File: src/hdl/mas_ram.sv
`timescale 1ns / 1ps
module mas_ram #(
   parameter int WIDTH = 32,
   parameter int DEPTH = 64
) (
   input  logic                     clock,
   input  logic                     wr_en,
   input  logic [$clog2(DEPTH)-1:0] wr_addr,
   input  logic [WIDTH-1:0]         wr_data,
   input  logic [$clog2(DEPTH)-1:0] rd_addr,
   output logic [WIDTH-1:0]         rd_data
);
   logic [WIDTH-1:0] mem [DEPTH];

   always_ff @(posedge clock) begin
      if (wr_en) mem[wr_addr] <= wr_data;
      rd_data <= mem[rd_addr];
   end
endmodule

File: config.mk
export PLATFORM = sky130hd
export DESIGN_NAME = mas_ram
export DESIGN_NICKNAME = d
export VERILOG_FILES = /design/src/hdl/mas_ram.sv
export SDC_FILE = /design/constraint.sdc
export NUM_CORES = 2
export LEC_CHECK = 0
export ABC_CLOCK_PERIOD_IN_PS = 3700
export BUFFER_PORTS_ARGS = -buffer_cell sky130_fd_sc_hd__buf_2
export CORE_MARGIN = 4
export CORE_UTILIZATION = 40
export CTS_BUF_LIST = sky130_fd_sc_hd__clkbuf_8
export DETAILED_ROUTE_END_ITERATION = 6
export HOLD_SLACK_MARGIN = 0.06
export PLACE_DENSITY_LB_ADDON = 0.2
export SLEW_MARGIN = 30
export SYNTH_ARGS = -nofsm -noshare
export SYNTH_HDL_FRONTEND = slang
export SYNTH_SLANG_ARGS = --single-unit
File: constraint.sdc
create_clock -name clock -period 3.7 [get_ports clock]
set_input_delay 0.185 -clock clock [delete_from_list [all_inputs] [get_ports clock]]
set_output_delay 0.185 -clock clock [all_outputs]
set_load 0.02 [all_outputs]
==> results.md <==
- The element type at the critical path end is a flip-flop.
- VDD sags by at most 369.2 µV.
- Max-cap violations in this run came to 0.
- Leaving out filler cells and counting taps, the final layout contains 6,701.
- The most common cell type on the critical path is sky130_fd_sc_hd__mux4_2.
- Dividing total power by cell area gives a power density of ~520 nW/µm².
- The cell sitting at the root of the clock tree is a sky130_fd_sc_hd__clkbuf_8.
- Measured along the x axis, the die boundary spans 451.0 µm.
- The clock latency of the later-clocked register in the worst-skew pair is 1.02 ns.
- The number of placed instances, taps included, is roughly 6,000.
- In this run the power spent charging and discharging nets is 0.01059 W.
- The required time of the critical path is 4.54 ns.
- The flow ran to the end, and the final reports show no timing, DRC or antenna violations.
- The share of synthesized registers carrying an async set or reset is 0.
- The half-perimeter wire length of the detailed placement result is 115.8 mm.
- For this block, the initial DRC count from the detailed router was 3,688.
- The cell area after synthesis is 78,520 µm².
- The synthesized design spends more area on one cell type than any other, namely sky130_fd_sc_hd__edfxtp_1.
- The signal on the critical path passes through mux4_2 -> mux4_2 -> o22ai_1 -> nor2_1.
- The global-route wire length before repair is 298.2 mm.
- The share of total power dissipated in sequential elements is 0.555.
- Of the cells placed in the final design, the portion with a size suffix greater than 1 is 0.3219.
- The number of clock buffers added by TritonCTS is 351.
- The actual transition at the worst max-transition pin is 0.9747 ns.
- The via count normalized by instance count is around 5.7.
- The per-instance average area after synthesis is around 24 µm².
- The setup violation total in the final timing report is 0.
- The area of the placeable core is between 150,000 and 200,000 µm².
- The final standard cell utilization of the core is 0.4649.
- Wires add up to roughly 210 mm.
- After the last flow step, the layout net total stands at a little under 4,000.
- The share of synthesized area in the top cell type comes to 0.7833.
- The top flip-flop cell by instance count after synthesis is sky130_fd_sc_hd__edfxtp_1.
- Setup repair after global routing left no endpoint under its margin.
- Relative to the synthesized area, the layout overhead comes to 15.45%.
- At the end of routability-driven placement, the weighted congestion stood at 0.7500.
- The number of global-route vias before repair is 38,850.
- The worst-case headroom to the max-slew limit is 0.3502.
- For this configuration, the core starts out at a cell density of 0.4027.
- Adding up every negative setup slack in the final design gives 0 ns.
- The number of fill cells in the layout is 16,300.
- The detailed router placed 37,900 vias in this run.
- The path class of the lowest-slack min-delay path is input pin to flip-flop.
- The number of synthesized flops with an enable pin is 2,048.
- The clock slew at the register clock pins of the worst setup and hold paths is 0.06 ns.
- In the global route stage, overall resource usage came out at 0.2072.
- Ranked by instance count, the synthesized netlist is headed by sky130_fd_sc_hd__edfxtp_1, sky130_fd_sc_hd__mux4_2, sky130_fd_sc_hd__nor2_1.
- The switching power as a share of total power is 0.2240.
- During placement, the flow inserted port buffers numbering 77.
- The number of nets in the synthesized netlist is 3,370.
- Data on the critical path arrives at its endpoint at 3.33 ns.
- The share of total power dissipated in combinational logic is 0.052.
- Ranked by total cell area, the synthesized netlist is headed by sky130_fd_sc_hd__edfxtp_1, sky130_fd_sc_hd__mux4_2, sky130_fd_sc_hd__mux2i_1, sky130_fd_sc_hd__dfxtp_1, sky130_fd_sc_hd__o22ai_1.
- The kind of start point of the critical path is a flip-flop.
- The number of post-CTS setup repair buffers is 0.
- For this run, design rule violations remaining after detail routing come to 0.
- The startpoint-to-endpoint class of the critical path is flip-flop to flip-flop.
- The die covers 203,400 µm².
- The global-route congestion overflow total is 0.
- TritonCTS built the clock tree.
- In this run the vertical extent of the chip is 451.0 µm.
- The maximum achievable frequency is 401.4 MHz.
- The critical path buffer and inverter count is 0.
- The total number of placement rows is 162.
- The number of antenna violations at the first check in global routing is 9.
- The biggest fanout along the worst timing path is 1.
- The first-pass iteration count of the detailed router is 6.
- The final number of max-transition violations is 0.
- The most common cell in the netlist is sky130_fd_sc_hd__edfxtp_1.
- The pin count of the biggest net entering global routing is 65.
- In this run the static leakage power is 28.66 nW.
- The number of sinks driven by the clock tree is 2,080.
- The synthesized design contains 2,080 register bits.
- Once detail routing completed, the nets flagged for antenna violations numbered 0.
- The number of synthesis warnings is 0.
- The synthesized netlist cell count is 3,324.
- The cell class contributing the biggest share of worst-path delay is multiplexers.
- Cell internal power was estimated by the tool at roughly 0.037 W.
- Dividing the detail-routed wire length by the instance count gives 31.63 µm.
- The number of different library cells in the post-synthesis netlist is 34.
- Between clock sinks in the finished design, the worst skew comes to around 0.06 ns.
- In the finished design, the share of the clock period the worst path needs comes to 0.6734.
- In this design, the stage delay of the slowest critical-path cell is 0.70 ns.
- The worst-path cell with the longest stage delay is sky130_fd_sc_hd__o22ai_1.
- During I/O placement, the number of pins put on the boundary was 78.
- The worst path needs 2.491 ns of the cycle, external delays included.
- The number of H-tree branching levels is 5.
- Of the total power, the clock network draws 0.393.
- The share of the yosys chip area belonging to registers is 0.7914.
- The hold violation total from the final report came to 0.
- The clock tree buffer depth is 4.
worst reg2reg max path, delay by kind of cell, from the launching register on:
family	cells	cell delay, ns
DFF	1	0.37
and+or+nand+nor	1	0.24
AOI/OAI and AO/OA	1	0.70
muxes	2	0.99
cells in the final DEF, fill, tap and decap left out, types with 15 or more instances in the layout:
cell type,instances
sky130_fd_sc_hd__edfxtp_1,2048
sky130_fd_sc_hd__mux4_2,544
sky130_fd_sc_hd__clkbuf_8,371
sky130_fd_sc_hd__buf_4,159
sky130_fd_sc_hd__inv_1,108
sky130_fd_sc_hd__mux2i_1,93
sky130_fd_sc_hd__o22ai_1,84
sky130_fd_sc_hd__clkinv_1,77
sky130_fd_sc_hd__nor2_1,75
sky130_fd_sc_hd__a21oi_1,62
sky130_fd_sc_hd__nor2_4,62
sky130_fd_sc_hd__buf_2,51
sky130_fd_sc_hd__buf_12,51
sky130_fd_sc_hd__clkinv_2,50
sky130_fd_sc_hd__dlygate4sd3_1,45
sky130_fd_sc_hd__dfxtp_1,32
sky130_fd_sc_hd__o221ai_1,27
sky130_fd_sc_hd__nand2_1,25
sky130_fd_sc_hd__nor2b_1,15
timing repair:
action | in CTS | in global routing
hold buffers | 45 | 0
endpoints found under the hold margin | 2235 | 0
resized for setup | 0 | 0
routing by layer:
metal,wire length (µm),track usage,vias to the layer above
li1,-,-,15320
met1,89800,0.2907,20770
met2,103400,0.3343,1440
met3,12860,0.03603,362
met4,5808,0.06242,4
met5,27,0,-
kinds of logic after synthesis:
family,Yosys count,share of synthesized area
DFF,2080,0.7914
muxes,637,0.1679
and+or+nand+nor,223,0.01265
AOI/OAI and AO/OA,202,0.01673
buffers and inverters,182,0.01128
area by class of cell:
cell class                      instances  area (µm²)  area share
Timing Repair Buffer                  310        2977     0.03284
Antenna cell                           10       25.02   0.0002761
Clock buffer                          371        5106     0.05633
Sequential cell                      2080       62140      0.6855
Multi-Input combinational cell       1062       15970      0.1762
Tap cell                             2624        3283     0.03622
Clock inverter                        244        1147     0.01266
power groups by stage:
stage,Combinational [W],Sequential [W],Clock (W)
floorplan,0.00127,0.0267,0
global placement,0.00244,0.0267,0
detailed placement,0.00247,0.0267,0
CTS,0.00252,0.0262,0.0191
global route,0.00262,0.0262,0.0202
finish,0.00247,0.0262,0.0186
metrics by stage:
| step | hold WS [ns] | total power [W] | area, µm² | worst slack (ns) |
|---|---|---|---|---|
| final | 0.1624 | 0.04728 | 90650 | 1.209 |
| after global routing | 0.1232 | 0.04904 | 90630 | 1.176 |
| after CTS | 0.06006 | 0.04782 | 90620 | 1.191 |
| after detailed placement | 0.5981 | 0.02920 | 83920 | 0.2227 |
| after global placement | 0.5885 | 0.02917 | 83800 | 0.1890 |
| after floorplan | 0.2839 | 0.02796 | 78520 | 0.3552 |
flip-flops by register name, indices dropped and copies added, names as in the netlist:
signal / cells
rd_data: 32
mem: 2048
path summary, 6_finish.rpt:
check                                   to  slack, ns  cells past startpoint        start
worst min register to register  rd_data[8]       0.78                      4   mem[12][8]
worst min-delay path            mem[3][13]       0.16                      2  wr_data[13]
worst max register to register  rd_data[1]       1.21                      4   mem[15][1]
worst max-delay path            rd_data[1]       1.21                      4   mem[15][1]
Power figures use the tool's default switching activity.
