`src/hdl/mas_pkg.sv`:
```
`timescale 1ns / 1ps
package mas_pkg;
   localparam int SIDE = 8;
   localparam int ADDR_W = 6;
   localparam int DATA_W = 32;

   localparam logic [2:0] MODE_LOAD_A = 3'd0;
   localparam logic [2:0] MODE_LOAD_B = 3'd1;
   localparam logic [2:0] MODE_ADD    = 3'd2;
   localparam logic [2:0] MODE_SUB    = 3'd3;
   localparam logic [2:0] MODE_MUL    = 3'd4;

   localparam logic [1:0] REG_A_ROWS = 2'd0;
   localparam logic [1:0] REG_A_COLS = 2'd1;
   localparam logic [1:0] REG_B_ROWS = 2'd2;
   localparam logic [1:0] REG_B_COLS = 2'd3;

   localparam logic [1:0] OP_ADD = 2'd0;
   localparam logic [1:0] OP_SUB = 2'd1;
   localparam logic [1:0] OP_MUL = 2'd2;
   localparam logic [1:0] OP_ERR = 2'd3;

   // One classified compute command handed from the front to the back.
   typedef struct packed {
      logic [1:0] op;
      logic [3:0] rows;
      logic [3:0] cols;
      logic [3:0] len;
   } cmd_type;

   localparam int CMD_W = $bits(cmd_type);

   function automatic logic [31:0] sat32(input logic signed [66:0] v);
      logic signed [66:0] mx;
      logic signed [66:0] mn;
      mx = 67'sd2147483647;
      mn = -67'sd2147483648;
      if (v > mx) return 32'h7FFF_FFFF;
      else if (v < mn) return 32'h8000_0000;
      else return v[31:0];
   endfunction
endpackage

```
`src/hdl/mas_front.sv`:
```
`timescale 1ns / 1ps
module mas_front (
   input  logic                   in_valid,
   output logic                   in_ready,
   input  logic [2:0]             mode,
   input  logic [3:0]             a_rows,
   input  logic [3:0]             a_cols,
   input  logic [3:0]             b_rows,
   input  logic [3:0]             b_cols,
   input  logic [4:0]             dim_limit,
   input  logic                   busy,
   output logic                   wr_a,
   output logic                   wr_b,
   output logic                   q_push,
   output mas_pkg::cmd_type       q_data,
   input  logic                   q_full
);
   import mas_pkg::*;

   logic dims_ok;
   logic ok;
   logic acc;

   // Loads wait until no compute command is queued or running, so that a
   // compute always sees the stores as they were when it was accepted.
   // Other words only need a free queue slot.
   assign in_ready = (mode == MODE_LOAD_A || mode == MODE_LOAD_B) ? !busy : !q_full;
   assign acc = in_valid && in_ready;
   assign wr_a = acc && (mode == MODE_LOAD_A);
   assign wr_b = acc && (mode == MODE_LOAD_B);

   assign dims_ok = (a_rows != 4'd0) && ({1'b0, a_rows} <= dim_limit) &&
                    (a_cols != 4'd0) && ({1'b0, a_cols} <= dim_limit) &&
                    (b_rows != 4'd0) && ({1'b0, b_rows} <= dim_limit) &&
                    (b_cols != 4'd0) && ({1'b0, b_cols} <= dim_limit);

   always_comb begin
      ok = 1'b0;
      q_data.rows = a_rows;
      q_data.cols = a_cols;
      q_data.len = a_cols;
      q_data.op = OP_ERR;
      case (mode)
         MODE_ADD: begin
            ok = dims_ok && a_rows == b_rows && a_cols == b_cols;
            q_data.op = ok ? OP_ADD : OP_ERR;
         end
         MODE_SUB: begin
            ok = dims_ok && a_rows == b_rows && a_cols == b_cols;
            q_data.op = ok ? OP_SUB : OP_ERR;
         end
         MODE_MUL: begin
            ok = dims_ok && a_cols == b_rows;
            q_data.cols = b_cols;
            q_data.op = ok ? OP_MUL : OP_ERR;
         end
         default: ok = 1'b0;
      endcase
   end

   assign q_push = acc && (mode == MODE_ADD || mode == MODE_SUB || mode == MODE_MUL);
endmodule

```
`config.mk`:
```
export PLATFORM = sky130hd
export DESIGN_NAME = mas_front
export DESIGN_NICKNAME = d
export VERILOG_FILES = /design/src/hdl/mas_pkg.sv /design/src/hdl/mas_front.sv
export SDC_FILE = /design/constraint.sdc
export NUM_CORES = 1
export LEC_CHECK = 0
export BUFFER_PORTS_ARGS = -buffer_cell sky130_fd_sc_hd__buf_2
export CAP_MARGIN = 25
export CORE_MARGIN = 2
export CORE_UTILIZATION = 46
export DETAILED_ROUTE_END_ITERATION = 12
export GPL_TIMING_DRIVEN = 0
export PLACE_DENSITY_LB_ADDON = 0.05
export SLEW_MARGIN = 20
export SYNTH_ARGS = -nofsm -noshare
export SYNTH_HDL_FRONTEND = slang
export SYNTH_SLANG_ARGS = --single-unit
export TNS_END_PERCENT = 50
```
`constraint.sdc`:
```
create_clock -name vclk -period 1.7
set_input_delay 0.255 -clock vclk [all_inputs]
set_output_delay 0.255 -clock vclk [all_outputs]
set_load 0.005 [all_outputs]
```
==> results.md <==
- Number of antenna-violating nets in the routed design: 0
- Max stage delay on crit path: 0.23 ns
- Worst endpoint required time: 1.44 ns
- Detailed placer's ending HPWL: 1.68 mm
- Initial antenna violation count: 0
- End of the critical path: q_data[12]
- Post-CTS Setup Inserts: 0
- Drt initial violations: 28
- Synth Area in XOR/XNOR: 0.145
- Crit path capture type: output pin
- Adder-cell share of the synthesized area: 0.275
- Syn nets: 139
- CP Max Fanout: 4
- Slew Viols, Final: 0
- Min-delay worst type: input port to output pin
- Final min period: 1.65 ns
- Setup TNS: 0 ns
- Hold Fails Final Rpt: 0
- Outcome: complete, no violations
- Vias in the first global route: 728
- Final WS setup: 0.0488 ns
- Complex-gate fraction of the synthesized area: 0.170
- Gpl congestion: 0.824
- Num sequential: 0
- Die W: 43.8 um
- Global-route wire length before repair: 3.14 mm
- Core area: 0.00149 mm^2
- Critical path's slowest cell: ha_4
- Reg power frac: 0
- Combinational fraction of design power: 1.000
- Yosys warnings: 0
- Switching share of power: 0.501
- Total Power: 0.000268 W
- Slew HR: 0.685
- Layout cells sized above 1: 0.504
- Diode count: 0
- Die H: 43.8 um
- Post-synthesis mux area share: 0.0602
- NetSw: 0.000134 W
- Simple-Gate Fraction of Synth Area: 0.205
- DRC: 0
- Setup crit start kind: input port
- Area Overhead vs Synth: 50.8%
- Post-Syn Instances: 96
- Initial Util: 0.488
- Mapped Area: 727 um^2
- IO Port Bufs: 45
- Top cells by area, synth: ha_1 28%, xor2_1 9.6%, buf_4 8.3%
- Clock power frac: 0
- CP arrival: 1.40 ns
- Area share of the largest cell type after synthesis: 0.275
- Critical path class: input port to output pin
- Post-route cell area: 0.00110 mm^2
- Pre-CTS WS: -0.0841 ns
- Max-cap violations: 0
- Hold slack: 0.752 ns
- Hold Crit Start: q_full
- Worst-margin pin slew: 0.470 ns
- Clock buffer cells: 0
- Via/cell ratio: 5.57
- Register Area: 0 um^2
- Max IR drop VDD: 0.000120 V
- Io pins: 45
- Post-synth top area cell: ha_1
- Most common cell in the netlist: ha_1
- Gr ovfl total: 0
- # setup viols final: 0
- Syn_area_per_cell: 7.57 um^2
- Nets@finish: 186
- Full die area: 0.00191 mm^2
- Synth top cells by count: 16 x ha_1, 12 x inv_1, 8 x a21oi_1, 8 x buf_4, 8 x xor2_1
- Layout fillers: 132
- Total number of vias: 875
- Total wire length: 2.07 mm
- Largest family of logic cells by synthesized area: adder cells
- Fmax: 606 MHz
- Routed WL per cell: 13.2 um
- Leakage: 0.527 nW
- Critical Path, Cell by Cell: buf_2, clkinv_4, ha_4, a21oi_1, o21ai_1, a22oi_2, nand4_1, buf_2
- Area post-placement: 972 um^2
- Tcrit/Tclk final: 0.971
- CP most frequent cell: buf_2
- Largest net degree at the start of global routing: 8
- Synth cell types: 22
- Pwr Density: 244 mW/mm^2
- FP Rows: 14
- Hold-fix buffers, CTS: 0
- All-Layer GR Usage: 0.205
- Sequential fraction of the synthesis area: 0
- Int Pwr: 0.000134 W
- CP startpoint: dim_limit[3]
- Drt first pass iters: 4
-- cells by family after synthesis --
logic type	after synthesis
AND/OR/NAND/NOR	24
buffers and inverters	20
multiplexers	4
AO/OA/AOI/OAI	20
adder cells (fa/ha/maj)	16
XOR/XNOR	12
-- per-layer routing --
metal / global-route usage / routed length (um) / vias up / part of all wire
met4: 0 / 3 / 0 / 0.0014
li1: - / - / 440 / -
met2: 0.379 / 1090 / 29 / 0.53
met1: 0.283 / 870 / 404 / 0.42
met5: 0 / 0 / - / 0
met3: 0 / 108 / 2 / 0.052
-- stage by stage --
| stage | cells | util |
|---|---|---|
| 2_1_floorplan | 96 | - |
| 3_3_place_gp | 157 | 0.653 |
| 3_5_place_dp | 157 | 0.653 |
| 4_1_cts | 157 | 0.688 |
| 5_1_grt | 157 | 0.736 |
| 6_report | 157 | 0.736 |
-- cells in the final DEF (no fill, tap or decap), drive strengths merged, types with 2 or more instances in the layout --
| master | synthesis | layout |
|---|---|---|
| mux2 | 3 | 3 |
| a21oi | 8 | 8 |
| nor2 | 4 | 4 |
| clkinv | 0 | 2 |
| nor3b | 2 | 2 |
| ha | 16 | 16 |
| nand4 | 2 | 2 |
| xnor2 | 4 | 4 |
| inv | 12 | 10 |
| xor2 | 8 | 8 |
| nor4 | 6 | 6 |
| buf | 8 | 53 |
| o21ai | 5 | 5 |
| a41oi | 4 | 4 |
| nand2 | 5 | 5 |
| and4 | 2 | 2 |
| a22oi | 2 | 2 |
-- final cells by class --
cell class / count / area (um^2) / share of cell area
Timing Repair Buffer: 45 / 225 / 0.205
Buffer: 8 / 60.1 / 0.0548
Multi-Input combinational cell: 76 / 736 / 0.671
Inverter: 12 / 55.1 / 0.0502
Tap cell: 16 / 20.0 / 0.0183
-- critical path: cells and delay by family --
family	cells	cell delay, ns
AO/OA/AOI/OAI	3	0.45
AND/OR/NAND/NOR	1	0.11
adder cells (fa/ha/maj)	1	0.23
buffers and inverters	3	0.34
-- power groups by stage --
stage | combinational [W] | clock (W) | sequential (W)
after CTS | 0.000243 | 0 | 0
after global routing | 0.000300 | 0 | 0
after floorplan | 0.000129 | 0 | 0
after detailed placement | 0.000228 | 0 | 0
final | 0.000268 | 0 | 0
after global placement | 0.000222 | 0 | 0
-- worst min path at each step --
stage | endpoint | cells after the start
2_1_floorplan | wr_a | 1
3_3_place_gp | q_push | 3
3_5_place_dp | q_push | 3
4_1_cts | q_push | 3
5_1_grt | q_push | 3
6_report | q_push | 3
-- repair_timing --
| action | CTS | global route |
|---|---|---|
| pin swaps | 2 | 3 |
| endpoints found under the hold margin | 0 | 0 |
| gates resized for setup | 7 | 14 |
| setup endpoints to repair | 2 | 2 |
Note: power is estimated with default switching activity, not from simulation.
