## src/hdl/mas_queue.sv

```systemverilog
`timescale 1ns / 1ps
module mas_queue #(
   parameter int WIDTH = 14
) (
   input  logic             clock,
   input  logic             reset,
   input  logic             push,
   input  logic [WIDTH-1:0] push_data,
   output logic             full,
   output logic             not_empty,
   output logic [WIDTH-1:0] head,
   input  logic             pop
);
   // Two-entry queue: slot 0 is the head.
   logic [WIDTH-1:0] data_ff [2];
   logic [WIDTH-1:0] data_in [2];
   logic [1:0] cnt_ff, cnt_in;

   assign full = (cnt_ff == 2'd2);
   assign not_empty = (cnt_ff != 2'd0);
   assign head = data_ff[0];

   always_comb begin
      data_in = data_ff;
      cnt_in = cnt_ff;
      if (pop && not_empty) begin
         data_in[0] = data_ff[1];
         cnt_in = cnt_in - 2'd1;
      end
      if (push && !full) begin
         data_in[cnt_in[0]] = push_data;
         cnt_in = cnt_in + 2'd1;
      end
   end

   always_ff @(posedge clock) begin
      if (reset) cnt_ff <= 2'd0;
      else cnt_ff <= cnt_in;
      data_ff <= data_in;
   end
endmodule

```

## config.mk

```make
export PLATFORM = sky130hd
export DESIGN_NAME = mas_queue
export DESIGN_NICKNAME = d
export VERILOG_FILES = /design/src/hdl/mas_queue.sv
export SDC_FILE = /design/constraint.sdc
export NUM_CORES = 1
export LEC_CHECK = 0
export ABC_CLOCK_PERIOD_IN_PS = 2800
export BUFFER_PORTS_ARGS = -buffer_cell sky130_fd_sc_hd__clkbuf_2
export CAP_MARGIN = 25
export CORE_MARGIN = 10
export CORE_UTILIZATION = 40
export DETAILED_ROUTE_END_ITERATION = 16
export HOLD_SLACK_MARGIN = 0.02
export SLEW_MARGIN = 20
export SYNTH_ARGS = -nofsm -noshare
export SYNTH_HDL_FRONTEND = slang
export SYNTH_SLANG_ARGS = --single-unit
```

## constraint.sdc

```tcl
create_clock -name clock -period 2.8 [get_ports clock]
set_clock_uncertainty 0.1 [all_clocks]
set_input_delay 0.42 -clock clock [delete_from_list [all_inputs] [get_ports clock]]
set_output_delay 0.42 -clock clock [all_outputs]
set_load 0.1 [all_outputs]
```

==> summary.txt, run 1 <==
Floorplanning
  – # IOs: 34
  – Die Area: 0.006136 mm²
  – Core ar.: 0.003311 mm²
  – Die Width: 78.34 µm
  – Die height: 78.34 µm
  – Row cnt: 21
  – Initial core utilization: 41.12%

Timing
  – Fin. Hold Viols: 0
  – Slew headroom: 51.37%
  – Post-Route Setup TNS: 0 ns
  – Finish-stage setup viols: 0
  – Unrepaired setup endpoints after global routing: no
  – Max Slew Vio Count: 0
  – Final period util: 74.42%
  – Worst-margin pin slew: 0.7259 ns
  – Min Hold Slack: 0.1662 ns
  – Final min period: 2.084 ns
  – Final Worst Setup Slack: 0.7164 ns
  – Max Fclk: 479.9 MHz

Global routing
  – Met1 Track Usage GR: 9.805%
  – Largest net degree at the start of global routing: 20
  – Met3 GRT Util: 3.986%
  – First-pass GRT wire length: 4422 µm
  – Total track usage: 8.895%
  – Met2 Usage GRT: 14.56%
  – Total gr overflow: 0
  – Gr busiest metal: met2
  – Vias in the first global route: 966
  – Initial antenna violation count: 0

Yosys
  – Syn_nets: 134
  – Yosys warns: 0
  – Top cells by area, synth: edfxtp_1 31%, dfxtp_1 24%, mux2i_1 10%, buf_4 8.3%, o21ai_2 6.4%
  – Yosys reg bits: 30
  – Area leader, netlist: edfxtp_1
  – Synth top area share: 30.88%
  – Post-synthesis sequential area ratio: 54.41%
  – Syn Std Cell Area: 0.001361 mm²
  – Avg Cell Area, Syn: 12.05 µm²
  – Post-Syn Instances: 113
  – Synth unique cells: 23

Route
  – Antenna Violating Nets Remaining: 0
  – Residual DRC: 0
  – Via density per instance: 4.743
  – Via count: 868
  – Average wire per standard cell: 14.15 µm
  – WL final: 2590 µm
  – 1st-iter DRT viols: 31
  – Pre-antenna DRT Iters: 4

Placed design
  – RD Place Congestion: 0.7223
  – DP HPWL: 1974 µm
  – PortBufs: 33
  – Pre-CTS setup slack: 0.7432 ns

Clock network
  – Number of CTS-inserted buffers: 5
  – Clock buffer depth: 2
  – CTS Sinks: 30
  – Clock latency on the worst-skew pair: 0.31 ns
  – TritonCTS clock tree: yes
  – PostCTS Resize Cnt: 0
  – Cts hold-fix bufs: 0
  – H-tree depth: 2
  – CTS root buffer: clkbuf_4
  – CTS clk-pin slew, worst paths: 0.09 ns
  – Setup repair bufs after CTS: 0

Setup path
  – Worst Path Required: 2.28 ns
  – Most Frequent Cell on Critical Path: inv_1
  – Crit path buffers/inverters: 3
  – CP Launch Type: register
  – Worst-path fanout max: 4
  – Critical Path Max Stage Delay: 0.45 ns
  – Top delay family on crit path: buffers and inverters
  – Data arrival time of the worst path: 1.56 ns
  – Critical Setup Path Class: register to output pin
  – Crit end category: output pin
  – Crit path cell chain: inv_1, ha_1, inv_1, clkbuf_2
  – CP max stage cell: clkbuf_2

Final layout
  – Fin nets: 158
  – ANT cells: 0
  – Share of cells above drive strength 1: 39.42%
  – Layout area overhead: 10.66%

Flow run
  – Maxcap violations: 0

Min path
  – Hold Path Class: input pin to register

Outcome
  – Outcome: finished clean
## per-stage QoR
stage | instance area (µm²) | cells | utilization, %
floorplan | 1361 | 113 | -
global placement | 1461 | 176 | 44.14
detailed placement | 1461 | 176 | 44.14
CTS | 1506 | 183 | 45.50
global route | 1506 | 183 | 45.50
finish | 1506 | 183 | 45.50
## placed cells by master (no fill, tap or decap)
master,netlist,layout
clkbuf_2,0,33
dfxtp_1,16,16
nand3_1,15,15
mux2i_1,14,14
edfxtp_1,14,14
o21ai_2,10,10
o21ai_0,5,5
clkbuf_4,0,5
inv_1,4,4
ha_1,3,3
buf_4,15,3
nor2b_1,2,2
clkbuf_1,0,2
nand2b_1,1,1
clkinv_1,1,1
nor2b_4,1,1
xnor2_2,1,1
and2_4,1,1
nor2_1,1,1
nor3_1,1,1
nand2_1,1,1
nand3b_1,1,1
o2111ai_1,1,1
a21oi_1,1,1
## layer usage
layer	wire length (µm)	share of wire (%)
met5	0	0
met4	29	1.1
met3	185	7.1
met2	1245	48
met1	1129	44
## path summary, 6_finish.rpt
kind,startpoint,cells past startpoint,to,slack [ns]
max reg2reg,cnt_ff[0],6,head[11],0.75
min,reset,2,cnt_ff[1],0.17
max,cnt_ff[0],4,not_empty,0.72
min reg2reg,register,2,head[13],0.43
## cell families (layout without fill, tap and decap cells)
group,after synthesis,after routing,share of synthesized area (%)
flops,30,30,54.41
simple gates,24,24,10.02
buf+inv,24,48,12.04
compound gates,17,17,9.282
mux,14,14,10.29
fa+ha+maj,3,3,2.758
xor+xnor,1,1,1.195
## cell usage after synthesis
| cell | count |
|---|---|
| o21ai_0 | 5 |
| buf_4 | 15 |
| clkinv_1 | 1 |
| a21oi_1 | 1 |
| o21ai_2 | 10 |
| ha_1 | 3 |
| nand2b_1 | 1 |
| and2_4 | 1 |
| buf_2 | 2 |
| mux2i_1 | 14 |
| nor2_1 | 1 |
| inv_1 | 4 |
| nand3_1 | 15 |
| nand2_1 | 1 |
| nand3b_1 | 1 |
| nor2b_1 | 2 |
| edfxtp_1 | 14 |
| nor3_1 | 1 |
| nor2b_4 | 1 |
| buf_6 | 2 |
| dfxtp_1 | 16 |
| xnor2_2 | 1 |
| o2111ai_1 | 1 |
## cell type report
type                       instances  area, µm²
fill                             342       1804
sequential                        30      740.7
multi-input combinational         59      456.7
timing repair buffer              36      187.7
tap                               46      57.56
clock buffer                       7      45.04
inverter                           5      18.77
Power of run 1 is left out: the tool's default activity adds up to more than one toggle a clock period on the data nets, which glitch-free logic cannot reach.
==> run 2, diff against run 1 <==
- ABC_AREA: not set -> 1
- ABC_CLOCK_PERIOD_IN_PS: 2800 -> 1700
- PLACE_DENSITY: not set -> 0.65
- clock period: 2.8 -> 1.7 ns (I/O delays scaled with it)
==> summary.txt, run 2 <==
Placed design
  – RD Place Congestion: 0.7551
  – PortBufs: 33
  – DP HPWL: 2155 µm
  – Pre-CTS setup slack: 0.07921 ns

Floorplanning
  – Die Width: 78.93 µm
  – Core ar.: 0.003337 mm²
  – Initial core utilization: 41.62%
  – Die height: 78.93 µm
  – Die Area: 0.006229 mm²
  – Row cnt: 21
  – # IOs: 34

Setup path
  – Worst r2r src: cnt_ff[0]
  – Reg2reg setup slack: 0.06 ns
  – CP Launch Type: register
  – Crit end category: register
  – Worst Path Required: 1.61 ns
  – Worst r2r path cells: 7
  – Worst-path fanout max: 13
  – Data arrival time of the worst path: 1.55 ns
  – Critical path startpoint: cnt_ff[0]
  – Critical Setup Path Class: register to register

Clock network
  – TritonCTS clock tree: yes
  – CTS clk-pin slew, worst paths: 0.09 ns
  – Clock buffer depth: 2
  – H-tree depth: 2
  – PostCTS Resize Cnt: 0
  – Number of CTS-inserted buffers: 5
  – Clock latency on the worst-skew pair: 0.33 ns
  – CTS Sinks: 30
  – Setup repair bufs after CTS: 0
  – CTS root buffer: clkbuf_4

Yosys
  – Syn Std Cell Area: 0.001389 mm²
  – Most common cell in the netlist: nand2_1
  – Post-synthesis sequential area ratio: 53.33%
  – Top cells by area, synth: edfxtp_1 30%, dfxtp_1 23%, nand2_1 20%, buf_4 8.6%, nand3_1 5.8%
  – Post-synth top cells: 75 x nand2_1, 16 x buf_4, 16 x dfxtp_1, 16 x nand3_1, 14 x edfxtp_1
  – Synth unique cells: 14
  – Async SR Flop Fraction: 0%
  – Post-synth EDFFs: 14
  – Avg Cell Area, Syn: 8.626 µm²
  – Synth top area share: 30.27%
  – Yosys reg bits: 30
  – Area leader, netlist: edfxtp_1
  – Syn_nets: 182
  – Yosys warns: 0
  – Dominant synthesized flop cell: dfxtp_1
  – Post-Syn Instances: 161

Final layout
  – FILL cells: 333
  – Layout area overhead: 26.76%
  – ANT cells: 0
  – Commonest non-fill, non-tap cell in the layout: nand2_1
  – Multi-input logic area: 508.0 µm²
  – Share of cells above drive strength 1: 28.14%
  – Most frequent cells in the layout: 75 x nand2_1, 31 x clkbuf_2, 16 x dfxtp_1
  – Fin nets: 219
  – Reg area: 740.7 µm²

Timing
  – Slew headroom: 63.76%
  – Final min period: 1.636 ns
  – Final Worst Setup Slack: 0.06417 ns
  – Final period util: 96.23%
  – Max Fclk: 611.3 MHz
  – Unrepaired setup endpoints after global routing: no
  – Finish-stage setup viols: 0
  – Fin. Hold Viols: 0
  – Worst-margin pin slew: 0.5459 ns
  – Max Slew Vio Count: 0

Route
  – Via count: 1081
  – Pre-antenna DRT Iters: 4
  – Via density per instance: 4.412
  – WL final: 2973 µm
  – Antenna Violating Nets Remaining: 0
  – Residual DRC: 0
  – 1st-iter DRT viols: 43
  – Average wire per standard cell: 12.13 µm

Global routing
  – Met1 Track Usage GR: 9.881%
  – Initial antenna violation count: 0
  – Total gr overflow: 0
  – Largest net degree at the start of global routing: 17
  – First-pass GRT wire length: 4871 µm
  – Total track usage: 9.767%
  – Met3 GRT Util: 4.842%
  – Met2 Usage GRT: 16.20%
  – Vias in the first global route: 1065
  – Gr busiest metal: met2

Outcome
  – Outcome: finished clean

Min path
  – Hold Path Class: input pin to register

Flow run
  – Maxcap violations: 0
run 2: cell count changes in the layout (fill, tap and decap cells not counted), moves of 3 or more:
cell,delta
nand2_1,+74
mux2i_1,-14
dlygate4sd3_1,+13
o21ai_2,-10
o21ai_0,-5
nand2_4,+4
inv_2,+3
run 2: final cells by class:
cell class | count | share of cell area, %
clock inverter | 1 | 0.2843
sequential | 30 | 42.08
tap | 46 | 3.269
clock buffer | 7 | 3.127
timing repair buffer | 49 | 19.76
inverter | 9 | 2.630
multi-input combinational | 103 | 28.86
run 2: kinds of logic (layout without fill, tap and decap cells):
family	count (synthesis)	count (layout)	synth area share, %
simple gates	100	100	31.35
fa+ha+maj	3	3	2.703
flops	30	30	53.33
buf+inv	28	66	12.61
run 2: how the worst min path moves through the flow:
stage | startpoint | end | slack [ns] | cells past startpoint
global placement | reset | cnt_ff[0] | 0.33 | 2
CTS | push_data[0] | register | 0.02 | 1
finish | push_data[3] | register | 0.03 | 1
global route | push_data[9] | register | 0.02 | 1
detailed placement | reset | cnt_ff[0] | 0.33 | 2
floorplan | reset | cnt_ff[0] | 0.23 | 1
run 2: worst max-delay path, cell delays in order (launching register included):
cell,delay (ns)
dfxtp_1,0.37
inv_2,0.09
ha_4,0.21
inv_12,0.07
nand2_4,0.05
nand2_4,0.07
nand3_1,0.12
inv_2,0.24
run 2: per-layer routing:
metal	up-vias	wire length [µm]
li1	566	-
met1	485	1260
met2	27	1437
met3	3	233
met4	0	41
met5	-	0
run 2: timing repair:
item | in CTS | in global routing
setup endpoints to repair | 0 | 0
hold buffers | 12 | 1
hold endpoints to repair | 12 | 1
run 2: metrics by stage:
stage                     setup TNS [ns]  utilization [%]  instances  instance area, µm²  hold slack (ns)
final                                  0            52.76        245                1760          0.03365
after detailed placement               0            47.06        224                1570           0.3302
after global routing                   0            52.76        245                1760          0.02023
after CTS                              0            52.46        244                1750          0.02009
after global placement                 0            47.06        224                1570           0.3307
after floorplan                -0.002725                -        161                1436           0.2262
Power of run 2 is left out for the same reason.
