[config.mk]
export PLATFORM = sky130hd
export DESIGN_NAME = mas_back
export DESIGN_NICKNAME = d
export VERILOG_FILES = /design/src/hdl/mas_pkg.sv /design/src/hdl/mas_back.sv
export SDC_FILE = /design/constraint.sdc
export NUM_CORES = 2
export LEC_CHECK = 0
export BUFFER_PORTS_ARGS = -buffer_cell sky130_fd_sc_hd__clkbuf_2
export CAP_MARGIN = 10
export CORE_MARGIN = 5
export CORE_UTILIZATION = 40
export DETAILED_ROUTE_END_ITERATION = 7
export GPL_ROUTABILITY_DRIVEN = 0
export MAX_ROUTING_LAYER = met4
export PLACE_DENSITY = 0.58
export REMOVE_ABC_BUFFERS = 1
export SYNTH_ARGS = -nofsm -noshare
export SYNTH_HDL_FRONTEND = slang
export SYNTH_SLANG_ARGS = --single-unit
[constraint.sdc]
create_clock -name clock -period 9.09 [get_ports clock]
set_input_delay 0.909 -clock clock [delete_from_list [all_inputs] [get_ports clock]]
set_output_delay 0.909 -clock clock [all_outputs]
set_load 0.005 [all_outputs]
[src/hdl/mas_pkg.sv]
`timescale 1ns / 1ps
package mas_pkg;
   localparam int SIDE = 8;
   localparam int ADDR_W = 6;
   localparam int DATA_W = 32;

   localparam logic [2:0] MODE_LOAD_A = 3'd0;
   localparam logic [2:0] MODE_LOAD_B = 3'd1;
   localparam logic [2:0] MODE_ADD    = 3'd2;
   localparam logic [2:0] MODE_SUB    = 3'd3;
   localparam logic [2:0] MODE_MUL    = 3'd4;

   localparam logic [1:0] REG_A_ROWS = 2'd0;
   localparam logic [1:0] REG_A_COLS = 2'd1;
   localparam logic [1:0] REG_B_ROWS = 2'd2;
   localparam logic [1:0] REG_B_COLS = 2'd3;

   localparam logic [1:0] OP_ADD = 2'd0;
   localparam logic [1:0] OP_SUB = 2'd1;
   localparam logic [1:0] OP_MUL = 2'd2;
   localparam logic [1:0] OP_ERR = 2'd3;

   // One classified compute command handed from the front to the back.
   typedef struct packed {
      logic [1:0] op;
      logic [3:0] rows;
      logic [3:0] cols;
      logic [3:0] len;
   } cmd_type;

   localparam int CMD_W = $bits(cmd_type);

   function automatic logic [31:0] sat32(input logic signed [66:0] v);
      logic signed [66:0] mx;
      logic signed [66:0] mn;
      mx = 67'sd2147483647;
      mn = -67'sd2147483648;
      if (v > mx) return 32'h7FFF_FFFF;
      else if (v < mn) return 32'h8000_0000;
      else return v[31:0];
   endfunction
endpackage

[src/hdl/mas_back.sv]
`timescale 1ns / 1ps
module mas_back (
   input  logic             clock,
   input  logic             reset,
   input  logic             cmd_valid,
   input  mas_pkg::cmd_type cmd,
   output logic             cmd_pop,
   output logic             busy,
   output logic [5:0]       rd_a_addr,
   output logic [5:0]       rd_b_addr,
   input  logic [31:0]      rd_a_data,
   input  logic [31:0]      rd_b_data,
   output logic             out_valid,
   input  logic             out_ready,
   output logic [31:0]      out_value,
   output logic [2:0]       out_row,
   output logic [2:0]       out_col,
   output logic             out_last,
   output logic             out_err
);
   import mas_pkg::*;

   localparam logic [2:0] ST_IDLE = 3'd0;
   localparam logic [2:0] ST_READ = 3'd1;
   localparam logic [2:0] ST_MULT = 3'd2;
   localparam logic [2:0] ST_ACC  = 3'd3;
   localparam logic [2:0] ST_OUT  = 3'd4;

   logic [2:0] st_ff, st_in;
   logic [2:0] r_ff, r_in, c_ff, c_in, k_ff, k_in;
   logic [1:0] op_ff, op_in;
   logic [3:0] rows_ff, rows_in, cols_ff, cols_in, len_ff, len_in;
   logic signed [66:0] acc_ff, acc_in;
   logic signed [63:0] prod_ff, prod_in;
   logic last_k;
   logic last_elem;
   logic vld_ff, vld_in;
   logic [31:0] val_ff, val_in;
   logic [2:0] orow_ff, orow_in, ocol_ff, ocol_in;
   logic olast_ff, olast_in, oerr_ff, oerr_in;

   assign busy = (st_ff != ST_IDLE);
   assign last_k = ({1'b0, k_ff} + 4'd1 == len_ff) || op_ff != OP_MUL;
   assign last_elem = ({1'b0, r_ff} + 4'd1 == rows_ff) && ({1'b0, c_ff} + 4'd1 == cols_ff);
   assign rd_a_addr = (op_ff == OP_MUL) ? {r_ff, k_ff} : {r_ff, c_ff};
   assign rd_b_addr = (op_ff == OP_MUL) ? {k_ff, c_ff} : {r_ff, c_ff};

   assign out_valid = vld_ff;
   assign out_value = val_ff;
   assign out_row = orow_ff;
   assign out_col = ocol_ff;
   assign out_last = olast_ff;
   assign out_err = oerr_ff;

   always_comb begin
      st_in = st_ff;
      r_in = r_ff; c_in = c_ff; k_in = k_ff;
      op_in = op_ff; rows_in = rows_ff; cols_in = cols_ff; len_in = len_ff;
      acc_in = acc_ff;
      prod_in = prod_ff;
      cmd_pop = 1'b0;
      vld_in = vld_ff && !out_ready;
      val_in = val_ff; orow_in = orow_ff; ocol_in = ocol_ff;
      olast_in = olast_ff; oerr_in = oerr_ff;
      case (st_ff)
         ST_IDLE: begin
            if (cmd_valid) begin
               cmd_pop = 1'b1;
               op_in = cmd.op; rows_in = cmd.rows; cols_in = cmd.cols; len_in = cmd.len;
               r_in = 3'd0; c_in = 3'd0; k_in = 3'd0; acc_in = '0;
               st_in = (cmd.op == OP_ERR) ? ST_OUT : ST_READ;
            end
         end
         ST_READ: st_in = ST_MULT;  // stores answer in the cycle after the address
         ST_MULT: begin
            case (op_ff)
               OP_ADD: prod_in = 64'(signed'(rd_a_data)) + 64'(signed'(rd_b_data));
               OP_SUB: prod_in = 64'(signed'(rd_a_data)) - 64'(signed'(rd_b_data));
               default: prod_in = signed'(rd_a_data) * signed'(rd_b_data);
            endcase
            st_in = ST_ACC;
         end
         ST_ACC: begin
            acc_in = acc_ff + 67'(prod_ff);
            if (last_k) st_in = ST_OUT;
            else begin
               k_in = k_ff + 3'd1;
               st_in = ST_READ;
            end
         end
         ST_OUT: begin
            if (!vld_ff || out_ready) begin
               vld_in = 1'b1;
               if (op_ff == OP_ERR) begin
                  val_in = '0; orow_in = '0; ocol_in = '0; olast_in = 1'b1; oerr_in = 1'b1;
                  st_in = ST_IDLE;
               end else begin
                  val_in = sat32(acc_ff);
                  orow_in = r_ff; ocol_in = c_ff; olast_in = last_elem; oerr_in = 1'b0;
                  acc_in = '0; k_in = 3'd0;
                  if (last_elem) st_in = ST_IDLE;
                  else begin
                     st_in = ST_READ;
                     if ({1'b0, c_ff} + 4'd1 == cols_ff) begin
                        c_in = 3'd0;
                        r_in = r_ff + 3'd1;
                     end else c_in = c_ff + 3'd1;
                  end
               end
            end
         end
         default: st_in = ST_IDLE;
      endcase
   end

   always_ff @(posedge clock) begin
      if (reset) begin
         st_ff <= ST_IDLE;
         vld_ff <= 1'b0;
      end else begin
         st_ff <= st_in;
         vld_ff <= vld_in;
      end
      r_ff <= r_in; c_ff <= c_in; k_ff <= k_in;
      op_ff <= op_in; rows_ff <= rows_in; cols_ff <= cols_in; len_ff <= len_in;
      acc_ff <= acc_in; prod_ff <= prod_in;
      val_ff <= val_in; orow_ff <= orow_in; ocol_ff <= ocol_in;
      olast_ff <= olast_in; oerr_ff <= oerr_in;
   end
endmodule

==> impl_metrics.env <==
export IMPL_vias=38000
export IMPL_hold_violations=0
export IMPL_dp_hpwl_mm=128
export IMPL_path_clk_slew_ns=0.07
export IMPL_rsz0062_at_grt="no"
export IMPL_fmax_ghz=0.116
export IMPL_initial_core_util=0.404
export IMPL_grt_use_total=0.235
export IMPL_dieWidth_um=366
export IMPL_core_um2=126000
export IMPL_drtIter0Drc=3098
export IMPL_setup_ws_ns=0.434
export IMPL_numPortBuffers=136
export IMPL_first_pass_iters=6
export IMPL_slew_headroom=0.243
export IMPL_r2r_end="acc_ff[66]$_SDFFCE_PN0P_"
export IMPL_synthFlopType="edfxtp_1"
export IMPL_reg2reg_slack_ns=4.99
export IMPL_ioPinCount=137
export IMPL_cp_max_fo=26
export IMPL_fin_crit_ns=8.66
export IMPL_cts_num_sinks=198
export IMPL_synthesis_area_um2=50800
export IMPL_top_layer_used="met4"
export IMPL_synthCells=5461
export IMPL_gr_total_overflow=0
export IMPL_status="complete, no violations"
export IMPL_hp_class="reg -> reg"
export IMPL_ys_warn_count=0
export IMPL_grt_start_max_net_pins=69
export IMPL_drive_gt1_frac=0.0648
export IMPL_wl_per_cell_um=21.3
export IMPL_fill_cells=12500
export IMPL_finalCritPeriodShare=0.952
export IMPL_drc=0
export IMPL_clockBufferDepth=2
export IMPL_routed_via_density=5.33
export IMPL_cts_buffers=17
export IMPL_rows=130
export IMPL_drtAntennaViolNets=0
export IMPL_worst_pin_slew_ns=1.13
export IMPL_die_area_um2=134000
export IMPL_hold_path_depth=2
export IMPL_cap_violations=0
export IMPL_cp_end_kind="register"
export IMPL_cts_tree="built"
export IMPL_fp_dieH_um=366
export IMPL_area_delta_synth_final_pct=6.84
export IMPL_clock_latency_ns=0.45
export IMPL_slew_viol_final=0
export IMPL_wl_mm=152
export IMPL_wl_met2_mm=69.4
export IMPL_setup_violations=0
export IMPL_grt_pass1_wl_mm=240
export IMPL_postCtsSetupBuffers=0
export IMPL_nets=6954
export IMPL_ys_seq_elements=198
export IMPL_clockRootBuffer="clkbuf_16"
export IMPL_post_synth_cell_area_avg_um2=9.31
export IMPL_skew_ns=0.00985
export IMPL_ys_seq_area_frac=0.116
export IMPL_ctsResizeCount=0
export IMPL_worstHoldEndpoint="out_valid$_SDFF_PP0_"
export IMPL_async_reset_ff_frac=0
export IMPL_dp_slack_ns=0.0676
export IMPL_synth_edff_count=194
export IMPL_min_from="out_valid$_SDFF_PP0_"
export IMPL_antenna_found_initial=9
export IMPL_r2r_start="acc_ff[0]$_SDFFCE_PN0P_"
export IMPL_route_met3_wl_mm=10.2
export IMPL_wl_met1_mm=69.1
export IMPL_fin_setup_tns_ns=0
export IMPL_grt_pass1_vias=40200
export IMPL_r2r_cells=13
export IMPL_worstPathRequired_ns=9.28
export IMPL_ys_types=81
export IMPL_htree_num_levels=4
export IMPL_criticalPathCategory="in -> reg"
export IMPL_hold_buffers=0
export IMPL_cp_arrival_ns=8.84
export IMPL_start_kind="primary input"
[layout by cell type (no fill, tap or decap), drive strengths merged, types with 7 or more instances in the layout]
master and instances:
a21boi 7, nor4 16, nor2b 22, o21bai 34, a211oi 33, clkinv 7, o21ai 163, nand4 49
buf 145, o21a 47, nor3 53, o31ai 16, xnor2 102, nor2 246, fa 1085, o211ai 17
edfxtp 194, a21oi 208, and2 490, and3 29, xor2 61, or3 9, a211o 9, o22ai 11
nand2b 22, a311oi 7, a31oi 34, nand2 620, or2 10, inv 1041, ha 318, nand3 30
clkbuf 154, a21o 83
[layout make-up]
class	instances	area, um2	area share
Antenna cell	6	15.0	0.000277
Clock buffer	18	429	0.00790
Clock inverter	14	153	0.00281
Inverter	1042	3910	0.0720
Multi-Input combinational cell	3929	39900	0.735
Sequential cell	198	5910	0.109
Tap cell	1650	2060	0.0380
Timing Repair Buffer	281	1900	0.0350
[metrics by stage]
stage | util | hold WS (ns) | instances | cell area (um2)
3_3_place_gp | 0.426 | 0.509 | 7099 | 53700
6_report | 0.431 | 0.536 | 7138 | 54300
2_1_floorplan | - | 0.492 | 5169 | 49700
3_5_place_dp | 0.426 | 0.524 | 7099 | 53700
5_1_grt | 0.431 | 0.577 | 7137 | 54300
4_1_cts | 0.431 | 0.535 | 7131 | 54300
[synth_stat cells, types with 6 or more instances]
cell | number | area (um2)
a211o_1 | 9 | 78.8
a211oi_1 | 33 | 248
a21boi_0 | 6 | 45.0
a21o_1 | 83 | 623
a21oi_1 | 208 | 1040
a311oi_1 | 7 | 61.3
a31oi_1 | 34 | 213
and2_1 | 490 | 3070
and3_1 | 29 | 181
buf_1 | 14 | 52.6
clkbuf_1 | 272 | 1020
edfxtp_1 | 194 | 5830
fa_1 | 1085 | 21700
ha_1 | 318 | 3980
inv_1 | 1037 | 3890
mux2i_1 | 6 | 60.1
nand2_1 | 620 | 2330
nand2b_1 | 22 | 138
nand3_1 | 30 | 150
nand4_1 | 49 | 307
nor2_1 | 246 | 923
nor2b_1 | 22 | 138
nor3_1 | 53 | 265
nor4_1 | 16 | 100
o211ai_1 | 17 | 128
o21a_1 | 47 | 353
o21ai_0 | 140 | 701
o21ai_1 | 6 | 30.0
o21ai_2 | 17 | 149
o21bai_1 | 34 | 255
o22ai_1 | 11 | 68.8
o31ai_1 | 13 | 97.6
or2_2 | 9 | 56.3
or3_1 | 9 | 56.3
xnor2_1 | 102 | 893
xor2_1 | 61 | 534
[registers in the layout, indices dropped and copies added, names as in the netlist, 2 cells and up]
signal / flops
out_col: 3
op_ff: 2
st_ff: 3
r_ff: 3
prod_ff: 64
len_ff: 4
out_row: 3
rows_ff: 4
acc_ff: 67
out_value: 32
c_ff: 3
k_ff: 3
cols_ff: 4
[cells by family (layout without fill, tap and decap cells)]
kind of cell,Yosys count,in the layout,synth area share
buf+inv,1334,1355,0.0991
mux,7,7,0.00140
xor+xnor,163,163,0.0281
compound gates,736,736,0.0939
flops,198,198,0.116
fa+ha+maj,1403,1403,0.506
simple gates,1620,1620,0.156
other cells,0,6,0
[critical path, stage by stage]
cell and delay (ns):
clkbuf_2 0.53, ha_1 0.47, fa_1 0.47, inv_1 0.08
fa_1 0.44, fa_1 0.52, fa_1 0.51, inv_1 0.05
fa_1 0.55, fa_1 0.43, fa_1 0.51, fa_1 0.50
ha_1 0.53, a211oi_1 0.15, o21bai_1 0.21, a211oi_1 0.12
o31ai_1 0.50, a21oi_1 0.17, a211oi_1 0.27, buf_4 0.17
o21ai_1 0.11, a211oi_1 0.38, o21a_1 0.17, o31ai_2 0.06
[worst max-delay path by stage]
| stage | startpoint | end | slack, ns | cells past startpoint |
|---|---|---|---|---|
| after floorplan | rd_a_data[31] | prod_ff[62]$_DFFE_PP_ | 0.76 | 24 |
| after global placement | rd_b_data[13] | prod_ff[63]$_DFFE_PP_ | 0.12 | 24 |
| after detailed placement | rd_b_data[13] | prod_ff[63]$_DFFE_PP_ | 0.07 | 24 |
| after CTS | rd_b_data[13] | prod_ff[63]$_DFFE_PP_ | 0.55 | 24 |
| after global routing | rd_b_data[13] | prod_ff[57]$_DFFE_PP_ | 0.17 | 25 |
| final | rd_b_data[13] | prod_ff[63]$_DFFE_PP_ | 0.43 | 24 |
[routing by layer]
| metal | track usage | vias up |
|---|---|---|
| li1 | - | 17000 |
| met1 | 0.330 | 19600 |
| met2 | 0.370 | 1299 |
| met3 | 0.0303 | 151 |
| met4 | 0.0447 | 0 |
| met5 | - | - |
Power is left out: the tool's default activity adds up to more than one toggle a clock period on the data nets, which glitch-free logic cannot reach.
